[src/hw/rtl/mvsm_pkg.sv]
// ----------------------------------------------------------------------------
// mvsm_pkg
// Shared types and constants of the multi-voice sample mixer.
// ----------------------------------------------------------------------------
`default_nettype none

package mvsm_pkg;

  localparam int OPCODE_W = 2;
  localparam int ADDR_W   = 14;
  localparam int SAMPLE_W = 16;
  localparam int LEN_W    = 15;
  localparam int GAIN_W   = 10;

  // Opcodes
  localparam logic [OPCODE_W-1:0] OP_WRITE = 2'd0;
  localparam logic [OPCODE_W-1:0] OP_BG    = 2'd1;
  localparam logic [OPCODE_W-1:0] OP_FX    = 2'd2;
  localparam logic [OPCODE_W-1:0] OP_TICK  = 2'd3;

  localparam logic [LEN_W-1:0]  MAX_SPAN   = 15'd16384;
  localparam logic [LEN_W-1:0]  MIN_SPAN   = 15'd1;
  localparam logic [GAIN_W-1:0] UNITY_GAIN = 10'd256;

  localparam int MIX_MAX = 32767;
  localparam int MIX_MIN = -32768;

  // sample * gain: 16 bit signed times 11 bit signed (zero-extended gain)
  localparam int PROD_W = 27;
  // product / 256, truncated toward zero
  localparam int TERM_W = 19;

  // Address reduction: 14-bit address folded below the RAM depth by
  // compare-subtract of depth << k, k from RED_STEPS-1 down to 0.
  // Seven steps cover the smallest depth (256); RED_W holds the largest
  // depth shifted by six.
  localparam int RED_STEPS = 7;
  localparam int STEP_W    = 3;
  localparam int RED_W     = 27;

  typedef struct packed {
    logic clr;  // clear accumulator and pipeline
    logic en;   // a term is issued this cycle
  } mac_ctl_t;

endpackage

`default_nettype wire

[src/hw/rtl/mvsm_mac.sv]
// ----------------------------------------------------------------------------
// mvsm_mac
// Shared multiply, truncate and accumulate unit for the voice terms.
// ----------------------------------------------------------------------------
`default_nettype none

module mvsm_mac
  import mvsm_pkg::*;
#(
  parameter int ACC_W = 23
) (
  input  logic                       clk,
  input  logic                       rst,
  input  mac_ctl_t                   ctl,
  input  logic [GAIN_W-1:0]          gain,
  input  logic signed [SAMPLE_W-1:0] rdata,   // arrives the cycle after issue
  output logic signed [ACC_W-1:0]    acc
);

  logic                     en1;
  logic                     en2;
  logic [GAIN_W-1:0]        gain1;
  logic signed [PROD_W-1:0] prod;
  logic signed [PROD_W-1:0] prod_adj;
  logic signed [PROD_W-1:0] shifted;
  logic signed [TERM_W-1:0] term;

  // round toward zero: bias negative products before the shift
  assign prod_adj = prod[PROD_W-1] ? prod + PROD_W'(255) : prod;
  assign shifted  = prod_adj >>> 8;
  assign term     = shifted[TERM_W-1:0];

  always_ff @(posedge clk) begin
    if (rst || ctl.clr) begin
      en1 <= 1'b0;
      en2 <= 1'b0;
    end else begin
      en1 <= ctl.en;
      en2 <= en1;
    end
  end

  always_ff @(posedge clk) begin
    gain1 <= gain;
    prod  <= rdata * $signed({1'b0, gain1});
    if (ctl.clr) begin
      acc <= '0;
    end else if (en2) begin
      acc <= acc + ACC_W'(term);
    end
  end

endmodule

`default_nettype wire

[config.mk]
export PLATFORM = sky130hd
export DESIGN_NAME = mvsm_mac
export DESIGN_NICKNAME = d
export VERILOG_FILES = /design/src/hw/rtl/mvsm_pkg.sv /design/src/hw/rtl/mvsm_mac.sv
export SDC_FILE = /design/constraint.sdc
export NUM_CORES = 1
export LEC_CHECK = 0
export ABC_AREA = 0
export BUFFER_PORTS_ARGS = -buffer_cell sky130_fd_sc_hd__buf_4
export CORE_MARGIN = 10
export CORE_UTILIZATION = 50
export CTS_BUF_LIST = sky130_fd_sc_hd__clkbuf_8
export DETAILED_ROUTE_END_ITERATION = 16
export HOLD_SLACK_MARGIN = 0.1
export PLACE_DENSITY = 0.64
export RECOVER_POWER = 100
export SETUP_SLACK_MARGIN = 0.02
export SLEW_MARGIN = 20
export SYNTH_ARGS = -nofsm -noshare
export SYNTH_HDL_FRONTEND = slang
export SYNTH_SLANG_ARGS = --single-unit
export TNS_END_PERCENT = 5
[constraint.sdc]
create_clock -name clk -period 14.9 [get_ports clk]
set_input_delay 0 -clock clk [delete_from_list [all_inputs] [get_ports clk]]
set_output_delay 0 -clock clk [all_outputs]
set_load 0.02 [all_outputs]
==> flow_summary_export.csv <==
group,metric,value,unit
outcome,status,"finished, final reports clean",
logic_synthesis,ys_ff_latch,62,
sta,rsz0062_at_grt,"no",
die,rows,49,
worst_setup_path,reg2reg_slack,9.19,ns
logic_synthesis,synth_nets,1320,
route,drc,0,
cts,cts_tree,"done",
logic_synthesis,ys.flop_type,"dfxtp_1",
worst_setup_path,critPathCapture,"prod[26]$_DFF_P_",
cts,clock_sinks,62,
pwr,power_density,199,nW/um^2
global_routing,grt_util_all_layers,0.169,
worst_setup_path,cp-start-kind,"register",
pwr,total_leakage_power,4.95,nW
layout,drive_gt1_frac,0.0478,
worst_setup_path,critPathKind,"reg2reg",
cts,cts_buffer_depth,2,
logic_synthesis,synthTopCellsByCount,"inv_1, fa_1, nand2_1",
sta,min_period,5.71,ns
global_routing,antenna_found_initial,0,
cts,htreeDepth,3,
pwr,intPower,0.000979,W
worst_setup_path,critical-path-max-stage-delay,0.64,ns
sta,setup_viol,0,
pwr,seqPwrFrac,0.131,
logic_synthesis,syn_area_per_cell,8.69,um^2
die,die-area,24300,um^2
logic_synthesis,synth_most_common_cell,"inv_1",
route,vias,6778,
worst_setup_path,cp_common_cell,"fa_1",
flow_run,maxCapViolations,0,
sta,max_slew.worst_pin.slew,1.06,ns
worst_setup_path,worstPathArrival,5.96,ns
cts,clk_pin_slew,0.08,ns
die,start_util,0.511,
worst_setup_path,reg2reg_to,"prod[26]$_DFF_P_",
die,core_area,18000,um^2
worst_setup_path,cp.depth,17,
sta,max_slew_margin,0.290,
worst_setup_path,path_cells,"nand2_1 > fa_1 > fa_1 > fa_1 > inv_1 > fa_1 > inv_1 > fa_1 > inv_1 > ha_1 > a211oi_1 > nor2_1 > o31a_1 > a2111o_1 > a221oi_1 > o21ai_0 > xnor2_1",
die,pin_count,53,
layout,fin_cells,1338,
global_routing,grt_max_degree,26,
hold_path,worstHoldStart,"gain[3]",
worst_setup_path,cp_slowest_cell,"dfxtp_1",
route,ant_nets,0,
logic_synthesis,async_flop_share,0,
placed_design,dp.cells,1307,
layout,area_growth,8.39,%
worst_setup_path,worst-endpoint-required,15.14,ns
sta,finalMaxSlewViolations,0,
global_routing,grt_pass1_wl,33900,um
logic_synthesis,synth_edf_count,0,
route,first_iter_violations,240,
hold_path,hp-class,"in2reg",
pwr,swShare,0.507,
die,die_h,156,um
sta,hold_viol_final,0,
worst_setup_path,endpoint_kind,"register",
route,vias_per_cell,5.07,
logic_synthesis,yosys.cell_types.count,56,
worst_setup_path,reg2reg_from,"gain1[2]$_DFF_P_",
cts,cts_root_buf,"clkbuf_8",
sta,max_freq,175,MHz
cts,cts_made_buffers,9,
pwr,combPwrFrac,0.796,
worst_setup_path,critPathTopFamily,"adder cells",
logic_synthesis,yosysSeqAreaShare,0.135,
worst_setup_path,startpoint,"gain1[2]$_DFF_P_",
pwr,power_frac_clock,0.072,
placed_design,gp_congestion,0.857,
cts,clock_latency,0.38,ns
logic_synthesis,synth.top_cell.area_share,0.317,
cts,cts_setup_buffers,0,
sta,fin_setup_tns,0,ns
logic_synthesis,synth.area.top_cells,"fa_1, dfxtp_1, ha_1",
placed_design,dpl.hpwl,16300,um
worst_setup_path,critPathBufInv,3,
sta,fin_skew,0.0175,ns
layout,antenna_cells,0,
pwr,power.switching,0.00101,W
logic_synthesis,syn_inst,1061,
route,wl_per_cell,14.6,um
logic_synthesis,yosysTopAreaCell,"fa_1",
route,wl,19500,um
placed_design,port_buffers,52,
layout,final_nets,1363,
route,first_pass_iters,4,
sta,period_share,0.383,
worst_setup_path,crit_fanout,16,
die,die_x,156,um
logic_synthesis,yosys_warnings,0,
logic_synthesis,netlist_area,9220,um^2
worst_setup_path,r2r_cells,17,
global_routing,grt_pass1_vias,7055,
pwr,ir_drop,93.0,uV
global_routing,grt-ovfl-total,0,
-- logic make-up after synthesis --
kind of cell | Yosys count | synth area share
DFF | 62 | 0.135
adders and majority gates | 229 | 0.430
buffers and inverters | 246 | 0.100
and+or+nand+nor | 310 | 0.162
AOI/OAI and AO/OA | 144 | 0.105
muxes | 13 | 0.0143
xor gates and xnor gates | 57 | 0.0542
-- cells in the final DEF, fill, tap and decap left out, types with 11 or more instances in the layout --
master and count:
buf_4 19, a21o_1 14, ha_1 83, inv_1 210, nand2_1 126, nor2_1 48, xnor2_1 38, a21oi_1 40
nand3_1 12, mux2i_1 12, xor2_1 19, nor3_1 11, dfxtp_1 62, dlygate4sd3_1 15, clkbuf_1 24, o21ai_0 26
and2_1 70, fa_1 146
-- layout make-up --
cell class	count	area (um^2)
repair buffers	68	458
clock buffers	9	124
flip-flops and latches	62	1240
fillers	1728	8040
well taps	229	287
multi-input cells	753	7040
clock inverters	7	50.0
inverters	210	788
-- through the flow --
| stage | hold WS [ns] | power [W] | cell area, um^2 | utilization | setup WS, ns |
|---|---|---|---|---|---|
| 2_1_floorplan | 0.0277 | 0.00155 | 9220 | - | 9.62 |
| 3_3_place_gp | 0.104 | 0.00185 | 9770 | 0.542 | 9.39 |
| 3_5_place_dp | 0.105 | 0.00186 | 9770 | 0.542 | 9.34 |
| 4_1_cts | 0.238 | 0.00202 | 10100 | 0.560 | 9.32 |
| 5_1_grt | 0.266 | 0.00224 | 9990 | 0.554 | 8.74 |
| 6_report | 0.277 | 0.00199 | 9990 | 0.554 | 9.19 |
-- how the worst min path moves through the flow --
stage,endpoint,slack [ns],cells past startpoint
final,gain1[3]$_DFF_P_,0.28,2
after global routing,gain1[9]$_DFF_P_,0.27,2
after CTS,gain1[8]$_DFF_P_,0.24,2
after detailed placement,gain1[2]$_DFF_P_,0.11,1
after global placement,gain1[2]$_DFF_P_,0.10,1
after floorplan,gain1[0]$_DFF_P_,0.03,0
-- power groups by stage --
| stage | Sequential [W] | Clock (W) | Combinational, W |
|---|---|---|---|
| 2_1_floorplan | 0.000256 | 0 | 0.00129 |
| 3_3_place_gp | 0.000265 | 0 | 0.00158 |
| 3_5_place_dp | 0.000266 | 0 | 0.00160 |
| 4_1_cts | 0.000262 | 0.000149 | 0.00161 |
| 5_1_grt | 0.000267 | 0.000156 | 0.00182 |
| 6_report | 0.000261 | 0.000143 | 0.00158 |
-- worst register-to-register path: cells and delay by family, from the launching register on --
family | cells | cell delay [ns]
adders and majority gates | 6 | 2.87
AOI/OAI and AO/OA | 5 | 1.54
DFF | 1 | 0.64
and+or+nand+nor | 2 | 0.24
xor gates and xnor gates | 1 | 0.15
buffers and inverters | 3 | 0.14
-- what timing repair did --
item                                   CTS  global route
resized for setup                        0             0
endpoints found under the hold margin   29             0
hold buffers                            15             0
-- metal layers --
metal	GRT usage	vias to the layer above	share of wire
met5	0	-	0
met4	0.0343	0	0.0082
met3	0.0358	13	0.047
met2	0.275	126	0.45
met1	0.227	3231	0.50
li1	-	3408	-
-- state kept, by name (all words and copies together) (netlist names) --
register	count
gain1	10
acc	23
prod	27
en1	1
en2	1
Power figures use the tool's default switching activity.
